`src/hdl/affinity_ready_queue_unit_assert.svh`:
```
// assertion macros for the ready queue unit
// expect clk_i and rst_ni in the scope of the use
`ifndef AFFINITY_READY_QUEUE_UNIT_ASSERT_SVH
`define AFFINITY_READY_QUEUE_UNIT_ASSERT_SVH

// antecedent implies consequent in the same cycle
`define ARQ_ASSERT_IMP(lbl, ante, cons, msg) \
  lbl: assert property (@(posedge clk_i) disable iff (!rst_ni) (ante) |-> (cons)) \
    else $error(msg);

// antecedent implies consequent in the next cycle
`define ARQ_ASSERT_NXT(lbl, ante, cons, msg) \
  lbl: assert property (@(posedge clk_i) disable iff (!rst_ni) (ante) |=> (cons)) \
    else $error(msg);

`endif

```
`src/hdl/arq_pkg.sv`:
```
package arq_pkg;

  // default queue depth and number of cores served
  localparam int unsigned DEF_MAX_PROCS = 32;
  localparam int unsigned NUM_CORES     = 4;

  localparam int unsigned PID_W  = 5;
  localparam int unsigned MASK_W = 4;
  localparam int unsigned CORE_W = 2;

  typedef enum logic {
    OP_INSERT  = 1'b0,
    OP_DEQUEUE = 1'b1
  } op_e;

  typedef enum logic [2:0] {
    OUT_INSERTED  = 3'd0,
    OUT_DUPLICATE = 3'd1,
    OUT_SKIPPED   = 3'd2,
    OUT_GRANTED   = 3'd3,
    OUT_NONE      = 3'd4,
    OUT_FULL      = 3'd5
  } outcome_e;

  typedef enum logic [1:0] {
    ST_IDLE,
    ST_SCAN,
    ST_RESULT
  } state_e;

  typedef struct packed {
    op_e               op;
    logic [PID_W-1:0]  proc_id;
    logic [MASK_W-1:0] affinity_mask;
    logic              running_elsewhere;
    logic [CORE_W-1:0] core_id;
  } in_item_t;

  typedef struct packed {
    outcome_e         outcome;
    logic [PID_W-1:0] granted_id;
  } out_item_t;

  // one queue entry
  typedef struct packed {
    logic [PID_W-1:0]  id;
    logic [MASK_W-1:0] mask;
  } slot_t;

  // what the compare unit looks for
  typedef struct packed {
    op_e               op;
    logic [PID_W-1:0]  proc_id;
    logic [CORE_W-1:0] core_id;
  } match_key_t;

endpackage

```
`src/hdl/arq_slot_ram.sv`:
```
module arq_slot_ram import arq_pkg::*; #(
  parameter int unsigned Depth = DEF_MAX_PROCS,
  localparam int unsigned AddrW = (Depth > 1) ? $clog2(Depth) : 1
) (
  input  logic             clk_i,
  input  logic             wr_en_i,
  input  logic [AddrW-1:0] wr_addr_i,
  input  slot_t            wr_data_i,
  input  logic             rd_en_i,
  input  logic [AddrW-1:0] rd_addr_i,
  output slot_t            rd_data_o
);

  slot_t mem_q [Depth];
  slot_t rd_data_q;

  // one write port
  always_ff @(posedge clk_i) begin
    if (wr_en_i) begin
      mem_q[wr_addr_i] <= wr_data_i;
    end
  end

  // one registered read port
  always_ff @(posedge clk_i) begin
    if (rd_en_i) begin
      rd_data_q <= mem_q[rd_addr_i];
    end
  end

  assign rd_data_o = rd_data_q;

endmodule

```
`src/hdl/arq_match_unit.sv`:
```
module arq_match_unit import arq_pkg::*; (
  input  slot_t      entry_i,
  input  match_key_t key_i,
  output logic       hit_o
);

  // insert looks for the same id, dequeue for the core's affinity bit
  always_comb begin
    case (key_i.op)
      OP_INSERT:  hit_o = (entry_i.id == key_i.proc_id);
      OP_DEQUEUE: hit_o = entry_i.mask[key_i.core_id];
      default:    hit_o = 1'b0;
    endcase
  end

endmodule

```
`src/hdl/affinity_ready_queue_unit.sv`:
```
// flow: an accepted transaction scans the queued entries in ST_SCAN, then its result is
//   loaded from ST_RESULT; a skipped insert or an unknown core goes straight to
//   ST_RESULT, and a scan stops early when a duplicate id is found
// throughput: one transaction at a time, the next is taken once the result
//   is loaded; the result waits in ST_RESULT while the output is stalled
// reset: queue empty, no result pending; slot contents are not cleared
`include "affinity_ready_queue_unit_assert.svh"

module affinity_ready_queue_unit import arq_pkg::*; #(
  parameter int unsigned MAX_PROCS = DEF_MAX_PROCS
) (
  input  logic      clk_i,
  input  logic      rst_ni,
  input  logic      in_valid_i,
  output logic      in_stall_o,
  input  in_item_t  in_item_i,
  output logic      out_valid_o,
  input  logic      out_stall_i,
  output out_item_t out_item_o
);

  localparam int unsigned IdxW = (MAX_PROCS > 1) ? $clog2(MAX_PROCS) : 1;
  localparam int unsigned CntW = $clog2(MAX_PROCS + 1);

  state_e           state_q, state_d;
  in_item_t         item_q, item_d;
  logic [CntW-1:0]  len_q, len_d;
  logic [CntW-1:0]  rd_idx_q, rd_idx_d;
  logic [IdxW-1:0]  chk_q, chk_d;
  logic             rvalid_q, rvalid_d;
  logic             found_q, found_d;
  logic [PID_W-1:0] gid_q, gid_d;
  outcome_e         res_q, res_d;
  logic             out_valid_q, out_valid_d;
  out_item_t        out_item_q, out_item_d;

  logic             rd_en, wr_en;
  logic [IdxW-1:0]  wr_addr;
  slot_t            wr_data, rd_data;
  match_key_t       key;
  logic             hit;

  // slot storage
  arq_slot_ram #(
    .Depth(MAX_PROCS)
  ) u_slot_ram (
    .clk_i    (clk_i),
    .wr_en_i  (wr_en),
    .wr_addr_i(wr_addr),
    .wr_data_i(wr_data),
    .rd_en_i  (rd_en),
    .rd_addr_i(rd_idx_q[IdxW-1:0]),
    .rd_data_o(rd_data)
  );

  // shared compare unit, fed one slot per cycle
  assign key = '{op: item_q.op, proc_id: item_q.proc_id, core_id: item_q.core_id};

  arq_match_unit u_match_unit (
    .entry_i(rd_data),
    .key_i  (key),
    .hit_o  (hit)
  );

  // control registers
  always_ff @(posedge clk_i or negedge rst_ni) begin
    if (!rst_ni) begin
      state_q     <= ST_IDLE;
      len_q       <= '0;
      rd_idx_q    <= '0;
      rvalid_q    <= 1'b0;
      found_q     <= 1'b0;
      out_valid_q <= 1'b0;
    end else begin
      state_q     <= state_d;
      len_q       <= len_d;
      rd_idx_q    <= rd_idx_d;
      rvalid_q    <= rvalid_d;
      found_q     <= found_d;
      out_valid_q <= out_valid_d;
    end
  end

  // payload registers
  always_ff @(posedge clk_i) begin
    item_q     <= item_d;
    chk_q      <= chk_d;
    gid_q      <= gid_d;
    res_q      <= res_d;
    out_item_q <= out_item_d;
  end

  // sequencer
  always_comb begin
    state_d     = state_q;
    item_d      = item_q;
    len_d       = len_q;
    rd_idx_d    = rd_idx_q;
    chk_d       = rd_idx_q[IdxW-1:0];
    rvalid_d    = 1'b0;
    found_d     = found_q;
    gid_d       = gid_q;
    res_d       = res_q;
    rd_en       = 1'b0;
    wr_en       = 1'b0;
    wr_addr     = len_q[IdxW-1:0];
    wr_data     = '{id: item_q.proc_id, mask: item_q.affinity_mask};
    out_valid_d = out_valid_q && out_stall_i;
    out_item_d  = out_item_q;

    case (state_q)
      ST_IDLE: begin
        if (in_valid_i) begin
          item_d   = in_item_i;
          rd_idx_d = '0;
          found_d  = 1'b0;
          gid_d    = '0;
          if (in_item_i.op == OP_INSERT && in_item_i.running_elsewhere) begin
            res_d   = OUT_SKIPPED;
            state_d = ST_RESULT;
          end else if (in_item_i.op == OP_DEQUEUE &&
                       32'(in_item_i.core_id) >= NUM_CORES) begin
            res_d   = OUT_NONE;
            state_d = ST_RESULT;
          end else begin
            state_d = ST_SCAN;
          end
        end
      end

      ST_SCAN: begin
        if (rvalid_q && item_q.op == OP_INSERT && hit) begin
          // id already queued, stop the scan
          res_d   = OUT_DUPLICATE;
          state_d = ST_RESULT;
        end else if (!rvalid_q && rd_idx_q == len_q) begin
          // scan drained: commit the transaction
          state_d = ST_RESULT;
          if (item_q.op == OP_INSERT) begin
            if (len_q == CntW'(MAX_PROCS)) begin
              res_d = OUT_FULL;
            end else begin
              wr_en = 1'b1;
              len_d = len_q + 1'b1;
              res_d = OUT_INSERTED;
            end
          end else if (found_q) begin
            len_d = len_q - 1'b1;
            res_d = OUT_GRANTED;
          end else begin
            res_d = OUT_NONE;
          end
        end else begin
          // issue the next slot read
          if (rd_idx_q != len_q) begin
            rd_en    = 1'b1;
            rvalid_d = 1'b1;
            rd_idx_d = rd_idx_q + 1'b1;
          end
          // dequeue: find the first eligible slot, then move later ones up
          if (rvalid_q && item_q.op == OP_DEQUEUE) begin
            if (found_q) begin
              wr_en   = 1'b1;
              wr_addr = chk_q - 1'b1;
              wr_data = rd_data;
            end else if (hit) begin
              found_d = 1'b1;
              gid_d   = rd_data.id;
            end
          end
        end
      end

      ST_RESULT: begin
        if (!out_valid_q || !out_stall_i) begin
          out_valid_d           = 1'b1;
          out_item_d.outcome    = res_q;
          out_item_d.granted_id = gid_q;
          state_d               = ST_IDLE;
        end
      end

      default: begin
        state_d = ST_IDLE;
      end
    endcase
  end

  assign in_stall_o  = (state_q != ST_IDLE);
  assign out_valid_o = out_valid_q;
  assign out_item_o  = out_item_q;

  // checks
  `ARQ_ASSERT_IMP(a_len_bound, 1'b1, len_q <= CntW'(MAX_PROCS), "queue length over depth")
  `ARQ_ASSERT_IMP(a_rd_in_queue, rd_en, rd_idx_q < len_q, "slot read beyond queue length")
  `ARQ_ASSERT_IMP(a_no_port_clash, wr_en && rd_en, wr_addr != rd_idx_q[IdxW-1:0], "read and write hit one slot")
  `ARQ_ASSERT_IMP(a_idle_drained, state_q == ST_IDLE, !rvalid_q, "slot read pending while idle")
  `ARQ_ASSERT_IMP(a_id_zero, out_valid_o && out_item_o.outcome != OUT_GRANTED, out_item_o.granted_id == '0, "id set on non-granted result")
  `ARQ_ASSERT_NXT(a_grant_shrinks, state_q == ST_SCAN && state_d == ST_RESULT && res_d == OUT_GRANTED, len_q == $past(len_q) - 1'b1, "grant without removal")

endmodule
```
`config.mk`:
```
export PLATFORM = sky130hd
export DESIGN_NAME = affinity_ready_queue_unit
export DESIGN_NICKNAME = d
export VERILOG_FILES = /design/src/hdl/arq_pkg.sv /design/src/hdl/arq_slot_ram.sv /design/src/hdl/arq_match_unit.sv /design/src/hdl/affinity_ready_queue_unit.sv
export VERILOG_INCLUDE_DIRS = /design/src /design/src/hdl
export SDC_FILE = /design/constraint.sdc
export NUM_CORES = 1
export LEC_CHECK = 0
export BUFFER_PORTS_ARGS = -buffer_cell sky130_fd_sc_hd__buf_4
export CORE_UTILIZATION = 36
export DETAILED_ROUTE_END_ITERATION = 16
export PLACE_DENSITY = 0.49
export SLEW_MARGIN = 10
export SYNTH_ARGS = -nofsm -noshare
export SYNTH_HDL_FRONTEND = slang
export SYNTH_HIERARCHICAL = 1
export SYNTH_SLANG_ARGS = --single-unit
```
`constraint.sdc`:
```
create_clock -name clk_i -period 6.61 [get_ports clk_i]
set_clock_uncertainty 0.2 [all_clocks]
set_input_delay 0.9915 -clock clk_i [delete_from_list [all_inputs] [get_ports clk_i]]
set_output_delay 0.9915 -clock clk_i [all_outputs]
set_load 0.01 [all_outputs]
```
==> results.json, run 1 <==
{
  "outcome": "finished, final reports clean",
  "grt_usage": 0.167,
  "gr-total-overflow": 0,
  "total_power_w": 0.00636,
  "r2r_slack_ns": 2.08,
  "drt_pass1_iterations": 7,
  "period_share": 0.686,
  "hold_viol_final": 0,
  "fin_setup_tns_ns": 0,
  "holdCritPathClass": "in2async",
  "viasPerCell": 5.23,
  "synth_edf_count": 325,
  "syn_avg_cell_area_sq_um": 20.9,
  "antenna_found_initial": 0,
  "post-place-cells": 1174,
  "area_growth_pct": 13.7,
  "slew_headroom": 0.282,
  "syn_nets": 684,
  "port_buffers": 26,
  "fp.dieH_um": 198,
  "setup_viol": 0,
  "grt_pass1_wl_mm": 46.6,
  "yosysWarnings": 6,
  "cap_violations": 0,
  "holdBufCountCts": 0,
  "num_antenna_cells": 0,
  "gp_congestion": 0.771,
  "fin_cells": 1239,
  "initial_core_util": 0.366,
  "tritoncts": "built",
  "worstPathArrival_ns": 4.46,
  "io_pins": 27,
  "num_rows": 71,
  "fin_crit_ns": 4.53,
  "vdd_drop_max_mv": 0.172,
  "worst_pin_slew_ns": 1.08,
  "clk_path_buf_depth": 3,
  "clk_pin_slew_ns": 0.06,
  "nNetsFinal": 726,
  "endpoint_kind": "register",
  "async_flop_share": 0.0490,
  "place_area_sq_um": 14500,
  "drc": 0,
  "wl_per_cell_um": 25.4,
  "cts_root_buffer": "clkbuf_16",
  "dp_hpwl_mm": 19.7,
  "fmax_mhz": 221,
  "ys_types": 45,
  "seq_area_frac_synth": 0.746,
  "final_antenna_net_count": 0,
  "ys_dominant_reg_cell": "edfxtp_1",
  "start_kind": "register",
  "rsz0062_at_grt": "false",
  "coreArea_sq_um": 37700,
  "htree_levels": 2,
  "crit_required_ns": 6.54,
  "post_cts_buffers": 0,
  "fin_area_sq_um": 15700,
  "cts_made_buffers": 37,
  "power_density_nw_per_um2": 406,
  "crit_path_max_fanout": 20,
  "crit_type": "reg2reg",
  "utilization": 0.416,
  "clock_latency_ns": 0.52,
  "drt-initial-drc-count": 658,
  "synthCells": 660,
  "p_leak_nw": 4.96,
  "grt_max_degree": 79,
  "vias": 6475,
  "finalWirelength_mm": 31.4,
  "die-area_sq_um": 39100,
  "grt_pass1_vias": 6659,
  "ys_ff_latch": 347,
  "clock_sinks": 347,
  "die_x_um": 198,
  "slew_viol_final": 0,
  "synthesis.area_sq_um": 13800,
  "drive_gt1_frac": 0.282,
  "post_cts_resized": 0
}
cell families (layout without fill, tap and decap cells):
| logic type | after synthesis | in the layout | synth area share |
|---|---|---|---|
| flops | 347 | 347 | 0.746 |
| mux | 115 | 115 | 0.168 |
| simple gates | 103 | 103 | 0.0380 |
| buf+inv | 37 | 105 | 0.0133 |
| compound gates | 33 | 33 | 0.0162 |
| xor+xnor | 18 | 18 | 0.0114 |
| fa+ha+maj | 7 | 7 | 0.00690 |
flip-flops by register name, summed over array words and instances (netlist names):
name and flops:
rd_idx_q 6, u_slot_ram/rd_data_o 9, out_item_o 8, rvalid_q 1, item_q 12, chk_q 5, state_q 2, gid_q 5
u_slot_ram/mem_q 288, found_q 1, len_q 6, res_q 3, out_valid_o 1
critical path, stage by stage, from the launching register on:
cell and delay [ns]:
dfrtp_1 0.44, nor2b_1 0.48, nand4_1 0.78, o21ai_0 1.07, nand2_1 0.40, nor2_1 0.77
through the flow:
stage | hold WS [ns] | worst slack (ns)
after floorplan | 0.200 | 3.21
after global placement | 0.205 | 2.26
after detailed placement | 0.205 | 2.11
after CTS | 0.140 | 2.14
after global routing | 0.148 | 1.76
final | 0.147 | 2.08
cell usage after synthesis (5+ instances only):
cell type / n / area (sq um)
ha_1: 6 / 75.1
mux2i_1: 6 / 60.1
and2_1: 5 / 31.3
buf_4: 7 / 52.6
dfrtp_1: 17 / 425
mux2_2: 18 / 203
mux4_2: 91 / 2050
nand4_1: 5 / 31.3
a21oi_1: 5 / 25.0
nand2_1: 26 / 97.6
nand3b_1: 7 / 52.6
xor2_1: 12 / 105
buf_1: 8 / 30.0
xnor2_1: 6 / 52.6
nor2_1: 41 / 154
dfxtp_1: 5 / 100
o21ai_0: 13 / 65.1
inv_1: 10 / 37.5
clkbuf_1: 7 / 26.3
edfxtp_1: 325 / 9760
worst paths after layout:
kind / end / cells past startpoint / from
setup reg to reg: u_slot_ram/mem_q[5][4] / 5 / state_q[1]
setup / recovery: u_slot_ram/mem_q[5][4] / 5 / state_q[1]
min in group clk_i: out_item_o[7] / 0 / res_q[2]
max in group asynchronous: rd_idx_q[2] / 1 / rst_ni
hold reg to reg: out_item_o[7] / 0 / res_q[2]
hold / removal: rd_idx_q[0] / 1 / rst_ni
final cells by class:
cell class / count / area [sq um]
fill: 3302 / 22000
sequential: 347 / 10300
multi-input combinational: 276 / 3310
clock buffer: 45 / 976
tap: 511 / 639
timing repair buffer: 30 / 225
clock inverter: 20 / 194
inverter: 10 / 37.5
metal layers:
layer,part of all wire,GRT usage,wire length (um)
met5,0,0,0
met4,0.028,0.0500,867
met3,0.056,0.0316,1750
met2,0.48,0.270,15100
met1,0.43,0.229,13700
placed cells by master, fill, tap and decap left out, drive strengths merged, types with 6 or more instances in the layout:
cell type	n
edfxtp	325
mux4	91
clkbuf	45
nor2	41
buf	30
nand2	26
mux2	18
dfrtp	17
o21ai	13
clkinv	13
xor2	12
inv	10
nand3b	7
a21oi	7
xnor2	6
mux2i	6
ha	6
power by group:
| group | total [W] | internal (W) | switching (W) | leakage, nW |
|---|---|---|---|---|
| Combinational | 0.00157 | 0.000707 | 0.000864 | 1.21 |
| Clock | 0.00200 | 0.00117 | 0.000825 | 0.563 |
| Sequential | 0.00280 | 0.00266 | 0.000138 | 3.19 |
| Total | 0.00636 | 0.00454 | 0.00183 | 4.96 |
Note: power is estimated with default switching activity, not from simulation.
==> run 2, diff against run 1 <==
--- a/config.mk
+++ b/config.mk
@@ -9,7 +9,7 @@
 export BUFFER_PORTS_ARGS = -buffer_cell sky130_fd_sc_hd__buf_4
 export CORE_UTILIZATION = 36
 export DETAILED_ROUTE_END_ITERATION = 16
-export PLACE_DENSITY = 0.49
+export PLACE_DENSITY = 0.5
 export SLEW_MARGIN = 10
 export SYNTH_ARGS = -nofsm -noshare
 export SYNTH_HDL_FRONTEND = slang
==> constraint.sdc (replaced) <==
create_clock -name clk_i -period 3.75 [get_ports clk_i]
set_clock_uncertainty 0.2 [all_clocks]
set_input_delay 0.5625 -clock clk_i [delete_from_list [all_inputs] [get_ports clk_i]]
set_output_delay 0.5625 -clock clk_i [all_outputs]
set_load 0.01 [all_outputs]
==> results.json, run 2 (synthesis gave the netlist of run 1 again) <==
{
  "outcome": "finished, final reports clean",
  "cp_slowest_stage_delay_ns": 0.57,
  "htree_levels": 2,
  "slew_viol_final": 0,
  "post_cts_buffers": 0,
  "die-area_sq_um": 39100,
  "reg2reg_to": "u_slot_ram/mem_q[4][2]",
  "cp_slowest_cell": "or3b_2",
  "start_kind": "register",
  "regMostFlops": "u_slot_ram/mem_q",
  "crit_path_max_fanout": 8,
  "grt_usage": 0.163,
  "reg2reg_from": "u_slot_ram/rd_data_o[1]",
  "mostFrequentLayoutCell": "edfxtp_1",
  "drt-initial-drc-count": 432,
  "cts_root_buffer": "clkbuf_16",
  "crit_type": "reg2reg",
  "num_rows": 71,
  "final_antenna_net_count": 0,
  "nNetsFinal": 774,
  "gr-total-overflow": 0,
  "path_buf_inv": 2,
  "hold_viol_final": 0,
  "slew_headroom": 0.220,
  "holdCritPathClass": "in2reg",
  "internal_power_w": 0.00800,
  "p_leak_nw": 5.22,
  "fmax_mhz": 289,
  "io_pins": 27,
  "die_x_um": 198,
  "clock_latency_ns": 0.53,
  "grt_max_degree": 79,
  "fin_setup_tns_ns": 0,
  "worst_pin_slew_ns": 1.17,
  "clk_path_buf_depth": 3,
  "viasPerCell": 5.11,
  "p_sw_frac": 0.288,
  "period_share": 0.922,
  "critPathLaunch": "u_slot_ram/rd_data_o[1]",
  "rsz0062_at_grt": "false",
  "switching_power_w": 0.00324,
  "num_antenna_cells": 0,
  "fin_crit_ns": 3.46,
  "drt_pass1_iterations": 5,
  "crit_family": "simple AND/OR/NAND/NOR gates",
  "setup_viol": 0,
  "endpoint_kind": "register",
  "clock_sinks": 347,
  "grt_pass1_vias": 6976,
  "drive_gt1_frac": 0.321,
  "dp_hpwl_mm": 18.7,
  "initial_core_util": 0.366,
  "clk_pin_slew_ns": 0.06,
  "drc": 0,
  "pwr-share-seq": 0.432,
  "coreArea_sq_um": 37700,
  "vdd_drop_max_mv": 0.419,
  "tritoncts": "built",
  "path_cells": "mux4_2 -> nand2_1 -> o41ai_1 -> nand2_1 -> o21ai_0 -> o41ai_1 -> buf_4 -> or3b_2 -> nor2_1 -> buf_4",
  "cp-endpoint": "u_slot_ram/mem_q[4][2]",
  "cts_made_buffers": 37,
  "crit_cells": 10,
  "crit_required_ns": 3.79,
  "cap_violations": 0,
  "power_density_nw_per_um2": 701,
  "p_comb_frac": 0.257,
  "antenna_found_initial": 0,
  "fin_area_sq_um": 16000,
  "mostFrequentLayoutCells": "325 x edfxtp_1, 91 x mux4_2, 73 x buf_4",
  "gp_congestion": 0.788,
  "fp.dieH_um": 198,
  "clkPwrFrac": 0.312,
  "reg2reg_depth": 10,
  "finalWirelength_mm": 30.7,
  "wl_per_cell_um": 23.8,
  "place_area_sq_um": 14800,
  "worstPathArrival_ns": 3.50,
  "grt_pass1_wl_mm": 45.7,
  "r2r_slack_ns": 0.29,
  "port_buffers": 26,
  "vias": 6582,
  "largest_reg_flops": 288,
  "area_growth_pct": 16.4
}
==> run 2: changes by cell type in the layout (fill, tap and decap cells not counted), sizes merged <==
cell and change:
inv +2, buf +44, dlygate4sd3 +4, clkbuf -4
clkinv +4
==> run 2: how the worst min path moves through the flow <==
| stage | from | end | slack, ns | cells after the start |
|---|---|---|---|---|
| 3_3_place_gp | gid_q[1] | out_item_o[1] | 0.20 | 0 |
| 4_1_cts | in_item_i[11] | item_q[11] | 0.001 | 1 |
| 5_1_grt | in_item_i[5] | item_q[5] | 0.004 | 1 |
| 2_1_floorplan | rst_ni | found_q | 0.07 | 0 |
| 3_5_place_dp | gid_q[1] | out_item_o[1] | 0.20 | 0 |
| 6_report | in_item_i[5] | item_q[5] | 0.02 | 1 |
==> run 2: routing by layer <==
| layer | share of wire | GRT usage |
|---|---|---|
| met1 | 0.46 | 0.229 |
| met2 | 0.48 | 0.260 |
| met3 | 0.040 | 0.0273 |
| met4 | 0.023 | 0.0511 |
| met5 | 0 | 0 |
==> run 2: final cells by class <==
cell class              count  area [sq um]
fillers                  3292         21600
inverters                  10          37.5
multi-input cells         276          3310
flip-flops and latches    347         10300
clock inverters            26           213
clock buffers              41           941
repair buffers             78           608
well taps                 511           639
==> run 2: through the flow <==
stage | power (W) | instances | hold slack (ns) | setup WS, ns | utilization
2_1_floorplan | 0.00692 | 660 | 0.0669 | 0.352 | -
3_3_place_gp | 0.00784 | 1218 | 0.205 | 0.379 | 0.394
3_5_place_dp | 0.00788 | 1218 | 0.205 | 0.275 | 0.394
4_1_cts | 0.0114 | 1289 | 0.00137 | 0.242 | 0.426
5_1_grt | 0.0117 | 1289 | 0.00428 | 0.101 | 0.426
6_report | 0.0112 | 1289 | 0.0214 | 0.294 | 0.426
==> run 2: repair_timing <==
action / 4_1_cts / 5_1_grt
setup endpoints to repair: 0 / 0
hold buffers: 4 / 0
endpoints found under the hold margin: 20 / 0
resized for setup: 0 / 0
==> run 2: power groups by stage <==
| stage | clock, W | sequential (W) | combinational [W] |
|---|---|---|---|
| after CTS | 0.00359 | 0.00485 | 0.00296 |
| after detailed placement | 0 | 0.00493 | 0.00295 |
| final | 0.00350 | 0.00486 | 0.00289 |
| after global placement | 0 | 0.00492 | 0.00292 |
| after floorplan | 0 | 0.00489 | 0.00203 |
| after global routing | 0.00373 | 0.00488 | 0.00313 |
